<file path="src/sv/jsme_pkg.sv">
// ----------------------------------------------------------------------------
// jsme_pkg: shared constants and types of the scan command encoder
// MPSSE opcodes, request limits and the item descriptor passed to the emitter.
// ----------------------------------------------------------------------------
package jsme_pkg;

  // MPSSE opcodes
  localparam logic [7:0] CmdTms      = 8'h4b;
  localparam logic [7:0] CmdTmsRd    = 8'h6b;
  localparam logic [7:0] CmdBytes    = 8'h19;
  localparam logic [7:0] CmdBytesRd  = 8'h39;
  localparam logic [7:0] CmdBits     = 8'h1b;
  localparam logic [7:0] CmdBitsRd   = 8'h3b;

  localparam int unsigned MaxScanBitsDef = 64;

  // prologue limits with and without data, capture length limit
  localparam logic [3:0] TmsMaxData = 4'd11;
  localparam logic [3:0] TmsMaxIdle = 4'd14;
  localparam logic [6:0] ErrLimit   = 7'd56;

  typedef struct packed {
    logic        decode;
    logic        capture;
    logic        has_data;
    logic [3:0]  tms_len;
    logic [14:0] tms_val;
    logic [2:0]  nbytes;
    logic [2:0]  lbb;
    logic        last_bit;
    logic [3:0]  reply_bytes;
    logic        error;
  } item_t;

endpackage

</file>
<file path="src/sv/jtag_scan_mpsse_command_encoder_unit.sv">
// ----------------------------------------------------------------------------
// jtag_scan_mpsse_command_encoder_unit: JTAG scan request to MPSSE encoder
// Turns scan requests into MPSSE command bytes and realigns captured replies.
// ----------------------------------------------------------------------------
// Usage:
//   Input channel (in_valid_i/in_ready_o) takes one request per beat. With
//   mode_i low the request becomes 3 to 25 command bytes on the output
//   channel (out_valid_o/out_ready_i), one byte per beat, last_byte_o on the
//   final one; a request with no prologue and no data gives no beat at all.
//   With mode_i high one beat carries the realigned reply in decoded_word_o,
//   using the masks left by the most recent capture scan.
//   A request is loaded into the sequencer first, then its first byte into the output register.
//   Throughput: one output byte per cycle while the receiver is ready; the
//   next request is taken in the cycle its last byte is emitted, so the
//   stream has no gaps between items.
//   When the receiver stalls, the output register holds its beat and the
//   sequencer and input side wait behind it.
//   Reset empties the sequencer and clears the repair masks, so a decode
//   before any capture scan passes the word through unchanged.
// ----------------------------------------------------------------------------
module jtag_scan_mpsse_command_encoder_unit #(
  parameter int unsigned MaxScanBits = jsme_pkg::MaxScanBitsDef
) (
  input  logic        clk_i,
  input  logic        rst_ni,
  input  logic        in_valid_i,
  output logic        in_ready_o,
  input  logic        mode_i,
  input  logic [3:0]  tms_count_i,
  input  logic [13:0] tms_bits_i,
  input  logic [6:0]  data_count_i,
  input  logic [63:0] data_bits_i,
  input  logic        capture_i,
  input  logic [63:0] reply_word_i,
  output logic        out_valid_o,
  input  logic        out_ready_i,
  output logic [7:0]  out_byte_o,
  output logic        last_byte_o,
  output logic [63:0] decoded_word_o,
  output logic [3:0]  reply_bytes_o,
  output logic        error_o
);

  localparam logic [6:0] MaxDc = 7'(MaxScanBits);

  // repair masks of the last capture scan
  logic [2:0]  partial_bits_q;
  logic [63:0] partial_byte_mask_q;
  logic [63:0] last_bit_source_mask_q;
  logic [63:0] top_bit_mask_q;

  logic [6:0]  dc;
  logic        has_data;
  logic [3:0]  tc_lim, tc;
  logic [14:0] tb_mask, tms_val;
  logic [5:0]  n;
  logic [2:0]  nbytes, lbb;
  logic [3:0]  wb;
  logic [2:0]  wb_m1;
  logic [63:0] pbm_new, lbsm_new, tbm_new;
  logic        cap_scan;

  logic        hb;
  logic [2:0]  rsh;
  logic [63:0] top, w_part, w_trim, realigned;

  jsme_pkg::item_t item;
  logic            item_valid;
  logic            in_take;

  always_comb begin
    dc       = (data_count_i > MaxDc) ? MaxDc : data_count_i;
    has_data = dc != 7'd0;
    tc_lim   = has_data ? jsme_pkg::TmsMaxData : jsme_pkg::TmsMaxIdle;
    tc       = (tms_count_i > tc_lim) ? tc_lim : tms_count_i;
    tb_mask  = (15'd1 << tc) - 15'd1;
    tms_val  = ({1'b0, tms_bits_i} & tb_mask) | (has_data ? (15'd1 << tc) : 15'd0);
    n        = 6'(dc - 7'd1);
    nbytes   = n[5:3];
    lbb      = n[2:0];
    wb       = {1'b0, nbytes} + {3'd0, lbb != 3'd0};
    wb_m1    = 3'(wb - 4'd1);
    pbm_new  = (lbb != 3'd0) ? (64'hff << {wb_m1, 3'b000}) : 64'd0;
    // reply byte holding the last bit may fall beyond the word
    lbsm_new = wb[3] ? 64'd0 : (64'h40 << {wb[2:0], 3'b000});
    tbm_new  = 64'd1 << n;
    cap_scan = !mode_i && has_data && capture_i;
  end

  // reply realignment
  always_comb begin
    hb     = (reply_word_i & last_bit_source_mask_q) != 64'd0;
    rsh    = 3'(4'd8 - {1'b0, partial_bits_q});
    top    = partial_byte_mask_q & ((reply_word_i & partial_byte_mask_q) >> rsh);
    w_part = (partial_bits_q != 3'd0) ?
             ((reply_word_i & ~partial_byte_mask_q) | top) : reply_word_i;
    w_trim = w_part & (top_bit_mask_q - 64'd1);
    realigned = hb ? (w_trim | top_bit_mask_q) : w_trim;
  end

  always_comb begin
    item.decode      = mode_i;
    item.capture     = capture_i;
    item.has_data    = has_data;
    item.tms_len     = tc + (has_data ? 4'd3 : 4'd0);
    item.tms_val     = tms_val;
    item.nbytes      = nbytes;
    item.lbb         = lbb;
    item.last_bit    = data_bits_i[n];
    item.reply_bytes = cap_scan ? 4'(wb + 4'd1) : 4'd0;
    item.error       = cap_scan && (dc > jsme_pkg::ErrLimit);
  end

  // empty requests are accepted and dropped
  assign item_valid = in_valid_i && (mode_i || tc != 4'd0 || has_data);
  assign in_take    = in_valid_i && in_ready_o;

  always_ff @(posedge clk_i or negedge rst_ni) begin
    if (!rst_ni) begin
      partial_bits_q         <= 3'd0;
      partial_byte_mask_q    <= 64'd0;
      last_bit_source_mask_q <= 64'd0;
      top_bit_mask_q         <= 64'd0;
    end else if (in_take && cap_scan) begin
      partial_bits_q         <= lbb;
      partial_byte_mask_q    <= pbm_new;
      last_bit_source_mask_q <= lbsm_new;
      top_bit_mask_q         <= tbm_new;
    end
  end

  jsme_emit u_emit (
    .clk_i          (clk_i),
    .rst_ni         (rst_ni),
    .item_valid_i   (item_valid),
    .item_ready_o   (in_ready_o),
    .item_i         (item),
    .word_i         (mode_i ? realigned : data_bits_i),
    .out_valid_o    (out_valid_o),
    .out_ready_i    (out_ready_i),
    .out_byte_o     (out_byte_o),
    .last_byte_o    (last_byte_o),
    .decoded_word_o (decoded_word_o),
    .reply_bytes_o  (reply_bytes_o),
    .error_o        (error_o)
  );

endmodule

</file>
<file path="src/sv/jsme_emit.sv">
// ----------------------------------------------------------------------------
// jsme_emit: command byte sequencer
// Holds one item and walks its command bytes, or its decoded word, into a
// registered output, one byte per cycle unless the output stalls; a new item
// loads on the cycle its predecessor's last byte leaves.
// ----------------------------------------------------------------------------
module jsme_emit (
  input  logic           clk_i,
  input  logic           rst_ni,
  input  logic           item_valid_i,
  output logic           item_ready_o,
  input  jsme_pkg::item_t item_i,
  input  logic [63:0]    word_i,
  output logic           out_valid_o,
  input  logic           out_ready_i,
  output logic [7:0]     out_byte_o,
  output logic           last_byte_o,
  output logic [63:0]    decoded_word_o,
  output logic [3:0]     reply_bytes_o,
  output logic           error_o
);

  typedef enum logic [2:0] {
    PhTms,
    PhHdr,
    PhData,
    PhBits,
    PhTail,
    PhDec
  } phase_e;

  phase_e          phase_q, phase_d;
  logic [2:0]      idx_q, idx_d;
  logic            busy_q;
  jsme_pkg::item_t item_q;
  logic [63:0]     data_q, data_d;

  logic            out_valid_q;
  logic [7:0]      out_byte_q;
  logic            last_q;
  logic [63:0]     decoded_q;
  logic [3:0]      reply_q;
  logic            err_q;

  logic [7:0]      byte_d;
  logic            fin;
  logic            can_emit;
  logic            take;
  logic            tms_short;
  logic [2:0]      tms_end;
  phase_e          after_tms;

  assign tms_short = item_q.tms_len < 4'd8;
  assign tms_end   = tms_short ? 3'd2 : 3'd5;
  assign after_tms = (item_q.nbytes != 3'd0) ? PhHdr :
                     (item_q.lbb != 3'd0)    ? PhBits : PhTail;

  always_comb begin
    byte_d  = 8'h00;
    fin     = 1'b0;
    phase_d = phase_q;
    idx_d   = idx_q + 3'd1;
    data_d  = data_q;
    unique case (phase_q)
      PhTms: begin
        unique case (idx_q)
          3'd0: byte_d = jsme_pkg::CmdTms;
          3'd1: byte_d = tms_short ? 8'(item_q.tms_len - 4'd1) : 8'd6;
          3'd2: byte_d = tms_short ? item_q.tms_val[7:0] : {1'b0, item_q.tms_val[6:0]};
          3'd3: byte_d = jsme_pkg::CmdTms;
          3'd4: byte_d = 8'(item_q.tms_len - 4'd8);
          3'd5: byte_d = item_q.tms_val[14:7];
          default: byte_d = 8'h00;
        endcase
        if (idx_q == tms_end) begin
          if (item_q.has_data) begin
            phase_d = after_tms;
            idx_d   = 3'd0;
          end else begin
            fin = 1'b1;
          end
        end
      end
      PhHdr: begin
        unique case (idx_q)
          3'd0: byte_d = item_q.capture ? jsme_pkg::CmdBytesRd : jsme_pkg::CmdBytes;
          3'd1: byte_d = {5'd0, item_q.nbytes - 3'd1};
          default: byte_d = 8'h00;
        endcase
        if (idx_q == 3'd2) begin
          phase_d = PhData;
          idx_d   = 3'd0;
        end
      end
      PhData: begin
        byte_d = data_q[7:0];
        data_d = data_q >> 8;
        if (idx_q == item_q.nbytes - 3'd1) begin
          phase_d = (item_q.lbb != 3'd0) ? PhBits : PhTail;
          idx_d   = 3'd0;
        end
      end
      PhBits: begin
        unique case (idx_q)
          3'd0: byte_d = item_q.capture ? jsme_pkg::CmdBitsRd : jsme_pkg::CmdBits;
          3'd1: byte_d = {5'd0, item_q.lbb - 3'd1};
          default: byte_d = data_q[7:0];
        endcase
        if (idx_q == 3'd2) begin
          phase_d = PhTail;
          idx_d   = 3'd0;
        end
      end
      PhTail: begin
        // last data bit goes out with tms high, then back to idle
        unique case (idx_q)
          3'd0: byte_d = item_q.capture ? jsme_pkg::CmdTmsRd : jsme_pkg::CmdTms;
          3'd1: byte_d = 8'd1;
          3'd2: byte_d = {item_q.last_bit, 5'd0, 2'b11};
          3'd3: byte_d = jsme_pkg::CmdTms;
          default: byte_d = 8'h00;
        endcase
        fin = (idx_q == 3'd5);
      end
      PhDec: begin
        fin = 1'b1;
      end
      default: begin
        fin = 1'b1;
      end
    endcase
  end

  assign can_emit     = busy_q && (!out_valid_q || out_ready_i);
  assign item_ready_o = !busy_q || (can_emit && fin);
  assign take         = item_valid_i && item_ready_o;

  always_ff @(posedge clk_i or negedge rst_ni) begin
    if (!rst_ni) begin
      busy_q      <= 1'b0;
      out_valid_q <= 1'b0;
      out_byte_q  <= 8'h00;
      last_q      <= 1'b0;
      decoded_q   <= 64'd0;
      reply_q     <= 4'd0;
      err_q       <= 1'b0;
      item_q      <= '0;
      data_q      <= 64'd0;
      phase_q     <= PhTms;
      idx_q       <= 3'd0;
    end else begin
      if (can_emit) begin
        out_valid_q <= 1'b1;
        out_byte_q  <= byte_d;
        last_q      <= fin;
        decoded_q   <= (phase_q == PhDec) ? data_q : 64'd0;
        reply_q     <= item_q.reply_bytes;
        err_q       <= item_q.error;
      end else if (out_ready_i) begin
        out_valid_q <= 1'b0;
      end
      if (take) begin
        busy_q  <= 1'b1;
        item_q  <= item_i;
        data_q  <= word_i;
        phase_q <= item_i.decode ? PhDec : PhTms;
        idx_q   <= 3'd0;
      end else begin
        if (can_emit) begin
          phase_q <= phase_d;
          idx_q   <= idx_d;
          data_q  <= data_d;
        end
        if (can_emit && fin) begin
          busy_q <= 1'b0;
        end
      end
    end
  end

  assign out_valid_o    = out_valid_q;
  assign out_byte_o     = out_byte_q;
  assign last_byte_o    = last_q;
  assign decoded_word_o = decoded_q;
  assign reply_bytes_o  = reply_q;
  assign error_o        = err_q;

  // empty requests never reach the sequencer
  a_no_empty: assert property (@(posedge clk_i) disable iff (!rst_ni)
    busy_q && !item_q.decode |-> item_q.tms_len != 4'd0)
    else $error("empty request held in sequencer");

  a_data_has_bytes: assert property (@(posedge clk_i) disable iff (!rst_ni)
    busy_q && phase_q == PhData |-> item_q.nbytes != 3'd0)
    else $error("data phase with no whole bytes");

  a_tms_idx: assert property (@(posedge clk_i) disable iff (!rst_ni)
    busy_q && phase_q == PhTms |-> idx_q <= tms_end)
    else $error("prologue index overrun");

  a_decode_beat: assert property (@(posedge clk_i) disable iff (!rst_ni)
    out_valid_o && decoded_word_o != 64'd0 |-> last_byte_o && out_byte_o == 8'h00)
    else $error("decoded word on an encode beat");

endmodule

</file>
<file path="config.mk">
export PLATFORM = sky130hd
export DESIGN_NAME = jtag_scan_mpsse_command_encoder_unit
export DESIGN_NICKNAME = d
export VERILOG_FILES = /design/src/sv/jsme_pkg.sv /design/src/sv/jtag_scan_mpsse_command_encoder_unit.sv /design/src/sv/jsme_emit.sv
export SDC_FILE = /design/constraint.sdc
export NUM_CORES = 1
export LEC_CHECK = 0
export ABC_AREA = 1
export ABC_CLOCK_PERIOD_IN_PS = 2550
export BUFFER_PORTS_ARGS = -buffer_cell sky130_fd_sc_hd__buf_2
export CAP_MARGIN = 10
export CELL_PAD_IN_SITES_DETAIL_PLACEMENT = 1
export CELL_PAD_IN_SITES_GLOBAL_PLACEMENT = 2
export CORE_MARGIN = 2
export CORE_UTILIZATION = 30
export CTS_BUF_LIST = sky130_fd_sc_hd__clkbuf_4
export DETAILED_ROUTE_END_ITERATION = 6
export HOLD_SLACK_MARGIN = 0.06
export PLACE_DENSITY_LB_ADDON = 0.05
export SYNTH_ARGS = -nofsm -noshare
export SYNTH_HDL_FRONTEND = slang
export SYNTH_SLANG_ARGS = --single-unit
</file>
<file path="constraint.sdc">
create_clock -name clk_i -period 2.55 [get_ports clk_i]
set_input_delay 0.1275 -clock clk_i [delete_from_list [all_inputs] [get_ports clk_i]]
set_output_delay 0.1275 -clock clk_i [all_outputs]
set_load 0.05 [all_outputs]
</file>
# After elaboration in Yosys (flattened, before gate mapping)
# Index checks and enable logic that the tools add are counted.
# op_classes
order_cmp	5
div	0
n_mul	0
n_reduce_logical	35
add_sub_neg	13
shift	5
bitwise	10
eq_ne	17
n_mux	53
# op_table
cell	n
$mux 64	9
$and 64x64->64	5
$or 64x64->64	2
$pmux 8 s5	2
$not 64->64	1
$reduce_bool 64->1	1
$shl 1x6->64 const A	1
$shl 7x6->64 const A	1
$shl 8x6->64 const A	1
$shr 64x3->64	1
$sub 64x1->64 const B	1
$mux 3	18
$pmux 8 s2	2
$pmux 8 s4	1
$mux 6	3
$mux 8	2
$and 14x15->15	1
$mux 15	1
$ne 3x1->1 const B	5
$or 15x15->15	1
$shl 1x4->15 const A	1
$sub 15x1->15 const B	1
$eq 3x2->1 const B	4
$eq 3x3->1 const B	4
other kinds (37)	69
# totals
mem_bits_rw	0
memories	0
mem_bits_ro	0
latch_bits	0
ff_bits	378

# Depth between registers and ports, before layout
# depth
depth_word	13
ltp_mapped	25
ltp_nobuf	24

# By module
# A second synthesis with hierarchy kept.
# hier_totals
hier_cells	3078
area_unflattened_um2	19794.0
# by_module_without_submodules
mod	area_per_inst_um2	seq_area_each_um2	cells_per_inst	n_inst
jtag_scan_mpsse_command_encoder_unit	11461.0	2077.0	2045	1
jsme_emit	8333.0	4579.4	1033	1

# Worst setup path after synthesis
# OpenSTA, ideal clock, no wires.
# synth_path
path_type	in2reg
from	input data_count_i[6]
to	register u_emit.data_q[51]
path_buffers	2
setup_slack_ps	-257
setup_ps	123
arrival_time_ps	2683
cell_stages	24
cell_sequence	inv_2 nand2_2 clkbuf_1 ha_1 nand2_2 nor2_2 inv_2 ha_1 nand2_1 inv_1 nand2_1 nand2_1 nand2_1 nand2_1 nand3_4 inv_2 nand2_2 nor2_4 nand2_2 nand2_4 nand2_4 buf_2 nor2_1 a21oi_1
# synth_between
elab_chain_cells	13
word_cells_on_any_way	15
cone_classes	2 x order compare; 4 x mux; 9 x reduce/logical
# synth_lines
item	line	source
start: declaration	jtag_scan_mpsse_command_encoder_unit.sv:31	input logic [6:0] data_count_i,
$gt 7x7->1	jtag_scan_mpsse_command_encoder_unit.sv:72	dc = (data_count_i > MaxDc) ? MaxDc : data_count_i;
$mux 7 *	jtag_scan_mpsse_command_encoder_unit.sv:72	
$reduce_bool 7->1 *	jtag_scan_mpsse_command_encoder_unit.sv:73	has_data = dc != 7'd0;
net has_data	jtag_scan_mpsse_command_encoder_unit.sv:53	logic has_data;
$mux 3	jtag_scan_mpsse_command_encoder_unit.sv:74	tc_lim = has_data ? jsme_pkg::TmsMaxData : jsme_pkg::TmsMaxIdle;
$gt 4x4->1	jtag_scan_mpsse_command_encoder_unit.sv:75	tc = (tms_count_i > tc_lim) ? tc_lim : tms_count_i;
$mux 4	jtag_scan_mpsse_command_encoder_unit.sv:75	
$reduce_bool 4->1	jtag_scan_mpsse_command_encoder_unit.sv:115	assign item_valid = in_valid_i && (mode_i || tc != 4'd0 || has_data);
$logic_or 1x1->1	jtag_scan_mpsse_command_encoder_unit.sv:115	
$logic_or 1x1->1 *	jtag_scan_mpsse_command_encoder_unit.sv:115	
$logic_and 1x1->1 *	jtag_scan_mpsse_command_encoder_unit.sv:115	
$logic_and 1x1->1 *	jsme_emit.sv:136	assign take = item_valid_i && item_ready_o;
$reduce_bool 2->1 (no line)	n/a	
$reduce_and 2->1 (no line)	n/a	
end signal: assignment	jsme_emit.sv:165	data_q <= word_i;
end signal: assignment	jsme_emit.sv:172	data_q <= data_d;
end: declaration	jsme_emit.sv:36	logic [63:0] data_q, data_d;
# Mark *: on every way through the listed nets, which the timed path passes. The rest lies on a longest branch.
# A chain may end at the register's enable or synchronous reset.

# Worst setup path after layout
# layout_path
from	register partial_bits_q[0]
to	register u_emit.data_q[8]
# layout_between
elab_chain_cells	10
word_cells_on_any_way	11
cone_classes	1 x add/sub; 1 x shift; 4 x mux; 4 x bitwise; 1 x reduce/logical
# layout_lines
item	line	source
start: declaration	jtag_scan_mpsse_command_encoder_unit.sv:47	logic [2:0] partial_bits_q;
start signal: assignment	jtag_scan_mpsse_command_encoder_unit.sv:125	partial_bits_q <= lbb;
$sub 1x3->3	jtag_scan_mpsse_command_encoder_unit.sv:93	rsh = 3'(4'd8 - {1'b0, partial_bits_q});
$shr 64x3->64	jtag_scan_mpsse_command_encoder_unit.sv:94	top = partial_byte_mask_q & ((reply_word_i & partial_byte_mask_q) >> rsh);
$and 64x64->64	jtag_scan_mpsse_command_encoder_unit.sv:94	
$or 64x64->64	jtag_scan_mpsse_command_encoder_unit.sv:96	((reply_word_i & ~partial_byte_mask_q) | top) : reply_word_i;
$mux 64 *	jtag_scan_mpsse_command_encoder_unit.sv:95	w_part = (partial_bits_q != 3'd0) ?
$and 64x64->64 *	jtag_scan_mpsse_command_encoder_unit.sv:97	w_trim = w_part & (top_bit_mask_q - 64'd1);
$or 64x64->64	jtag_scan_mpsse_command_encoder_unit.sv:98	realigned = hb ? (w_trim | top_bit_mask_q) : w_trim;
$mux 64 *	jtag_scan_mpsse_command_encoder_unit.sv:98	
$mux 64 *	jtag_scan_mpsse_command_encoder_unit.sv:138	.word_i (mode_i ? realigned : data_bits_i),
$mux 64 *	jsme_emit.sv:162	if (take) begin
# Every way passes the cells marked *; elsewhere a longest branch is shown, timed or not.

==> metrics.md <==
| Metric | Value |
|---|---|
| Std-Cell Rows | `92` |
| Min cycle time layout | `2.489 ns` |
| Cell Pwr Density | `1234 nW/µm²` |
| Final setup violation count | `0` |
| Synth Register Bits | `266` |
| Clock power frac | `13.6%` |
| Post-synth EDFFs | `0` |
| Gr usage total | `31.84%` |
| RSZ-0062 raised after global routing | `yes` |
| Clock Latency Late Sink | `0.86 ns` |
| Non-Filler Instances | `4494` |
| Setup TNS | `0 ns` |
| Post-DR wirelength/cell | `23.68 µm` |
| Worst vdd ir | `0.001364 V` |
| Post-Syn Instances | `2958` |
| Core Region | `62850 µm²` |
| DR pass1 iterations | `5` |
| DIE WIDTH | `255.8 µm` |
| Drt initial violations | `1507` |
| Largest net degree at the start of global routing | `76` |
| DP Wirelength | `84810 µm` |
| Critical path class | `reg2reg` |
| Pins Over Slew Limit | `0` |
| Drt drc | `0` |
| Layout cells sized above 1 | `22.63%` |
| Internal | `15.15 mW` |
| Startpoint Class | `flop` |
| Leak | `13.22 nW` |
| Crit-path max cell delay | `0.37 ns` |
| Total global routing overflow | `0` |
| Global-route wire length before repair | `156500 µm` |
| Primary FF master, synth | `dfrtp_1` |
| Clock sink total | `266` |
| Antenna-violating nets left | `0` |
| Syn. warnings | `0` |
| Delay-heaviest family, CP | `buffers and inverters` |
| Worst Path Max Fanout | `33` |
| CP arrival | `3.23 ns` |
| CTS tree | `yes` |
| Cells after DPL | `4199` |
| Synthesis-to-layout area growth | `37.80%` |
| Commonest cells after routing, fill and taps aside | `910 x nand2_1, 371 x o21ai_0, 289 x buf_4` |
| Yosys cell types | `52` |
| Vias post-DR | `23436` |
| Most used cell, CP | `nand2_1` |
| Worst-path clk slew | `0.07 ns` |
| Via-to-Cell Ratio | `5.215` |
| Number of global-route vias before repair | `24489` |
| Outcome | `finished, final reports clean` |
| CP required | `3.29 ns` |
| Fill cell count | `8193` |
| CP cell instances | `clkinv_1 -> ha_4 -> ha_2 -> clkinv_1 -> buf_12 -> buf_4 -> nand2_1 -> nand3_1 -> nand2_1 -> o21ai_0 -> o211ai_1 -> nand3_1 -> nand2_1` |
| Number of antenna violations at the first check in global routing | `8` |
| Upper clock frequency limit | `401.8 MHz` |
| Pre-CTS setup slack | `-0.3615 ns` |
| CTS root buffer | `clkbuf_4` |
| I/O pin count | `239` |
| Crit. End Element | `flop` |
| CTS max path bufs | `3` |
| Worst Path Buf+Inv | `4` |
| Sw Share | `53.16%` |
| Cts bufs inserted | `79` |
| Hold Path Class | `in2reg` |
| Seq/Total Area, Yosys | `35.01%` |
| Gate power share | `64.5%` |
| Slowest-stage cell, CP | `dfrtp_2` |
| Count of input and output buffers | `238` |
| H-tree Lvls | `3` |
| Ys async rst share | `100.0%` |
| Period utilisation layout | `97.59%` |
| Slew at the pin closest to its max-slew limit | `0.7702 ns` |
| Psw | `17.19 mW` |
| Final WS setup | `0.06138 ns` |
| Die area | `65410 µm²` |
| Hold Violations, Final | `0` |
| Initial Utilization | `30.25%` |
| Mapped cell area | `19010 µm²` |
| Syn Nets | `3153` |
| # Max-Cap Violations | `0` |
| WHS | `0.09055 ns` |
| Commonest non-fill, non-tap cell in the layout | `nand2_1` |
| Syn_area_per_cell | `6.428 µm²` |
| Die Span Y | `255.8 µm` |
| Final nets | `3780` |
| Clock skew | `0.08821 ns` |
| DRT Wirelength | `106400 µm` |
| Slew HR | `48.65%` |
| Part of the power in registers | `21.9%` |
| Global placement routability congestion | `1.006` |
[cell usage after synthesis (all sizes together), types with 5 or more instances]
library cell / instances / area share (%)
inv: 268 / 5.3
a31oi: 5 / 0.16
nor3: 35 / 0.92
o21ai: 411 / 11
a211oi: 6 / 0.26
nand3: 193 / 5.1
nand2: 947 / 19
o211ai: 51 / 2.0
xnor2: 15 / 0.69
or2: 20 / 0.66
a21oi: 140 / 3.7
buf: 46 / 1.5
nand3b: 5 / 0.20
nand4: 20 / 0.66
clkinv: 5 / 0.13
dfrtp: 266 / 35
xor2: 16 / 0.78
a21o: 7 / 0.28
o221ai: 6 / 0.28
o2111ai: 6 / 0.28
ha: 35 / 2.3
o22ai: 30 / 0.99
clkbuf: 106 / 2.1
nor2: 300 / 6.0
[power by group through the flow]
stage / logic [mW] / registers, mW / clock network [mW]
2_1_floorplan: 9.84 / 7.85 / 0
3_3_place_gp: 19.5 / 7.06 / 0
3_5_place_dp: 19.8 / 7.08 / 0
4_1_cts: 20.2 / 7.04 / 4.53
5_1_grt: 22.6 / 7.20 / 4.77
6_report: 20.9 / 7.07 / 4.40
[area by class of cell]
| type | count | area, µm² | share of cell area [%] |
|---|---|---|---|
| Tap cell | 846 | 1059 | 4.040 |
| Sequential cell | 266 | 6659 | 25.41 |
| Antenna cell | 7 | 17.52 | 0.06685 |
| Multi-Input combinational cell | 2267 | 11020 | 42.06 |
| Clock inverter | 19 | 147.6 | 0.5635 |
| Timing Repair Buffer | 698 | 5373 | 20.50 |
| Inverter | 273 | 1040 | 3.968 |
| Clock buffer | 118 | 885.9 | 3.381 |
[path summary, 6_finish.rpt]
kind	from	end	slack (ns)	cells after the start
min in group asynchronous	rst_ni	u_emit.data_q[35]	0.51	4
worst min register to register	u_emit.out_byte_o[7]	u_emit.out_byte_o[7]	0.47	2
max in group asynchronous	rst_ni	u_emit.item_q[5]	1.64	4
worst min-delay path	reply_word_i[28]	u_emit.data_q[28]	0.09	6
worst max-delay path	partial_bits_q[0]	u_emit.data_q[8]	0.06	13
worst max register to register	partial_bits_q[0]	u_emit.data_q[8]	0.06	13
[state kept, by name, summed over array words and instances, names as in the netlist, 3 cells and up]
signal	cells
top_bit_mask_q	64
u_emit.data_q	64
u_emit.decoded_word_o	64
u_emit.item_q	33
last_bit_source_mask_q	8
partial_byte_mask_q	8
u_emit.out_byte_o	8
u_emit.reply_bytes_o	4
partial_bits_q	3
u_emit.idx_q	3
u_emit.phase_q	3
[worst min-delay path, stage by stage]
cell and delay, ns:
buf_2 0.10, o21ai_0 0.13, o21ai_1 0.17, buf_4 0.14, o211ai_1 0.09, nand3_1 0.07
[layer usage]
layer,vias to the layer above,global-route usage [%],part of all wire [%],wire [µm]
li1,10957,-,-,-
met1,11644,41.14,44,46590
met2,651,53.88,48,50700
met3,182,4.031,4.4,4660
met4,2,12.77,4.2,4461
met5,-,0,0.012,13
[through the flow]
| stage | utilization (%) | total power, mW | instance area [µm²] |
|---|---|---|---|
| floorplan | - | 17.69 | 19090 |
| global placement | 37.05 | 26.56 | 23280 |
| detailed placement | 37.05 | 26.86 | 23280 |
| CTS | 41.21 | 31.79 | 25900 |
| global route | 41.69 | 34.59 | 26200 |
| finish | 41.69 | 32.34 | 26200 |
[timing repair]
item,4_1_cts,5_1_grt
hold endpoints to repair,406,1
cloned,0,1
hold buffers,141,1
resized for setup,47,76
pin swaps,4,19
buffers inserted,3,5
setup endpoints to repair,31,89
[cell families after synthesis]
logic type	Yosys count	synth area share [%]
fa+ha+maj	36	2.408
flops	266	35.01
compound gates	679	19.53
simple gates	1520	32.54
xor+xnor	31	1.467
mux	1	0.05264
buf+inv	425	8.995
Note: power is estimated with default switching activity, not from simulation.
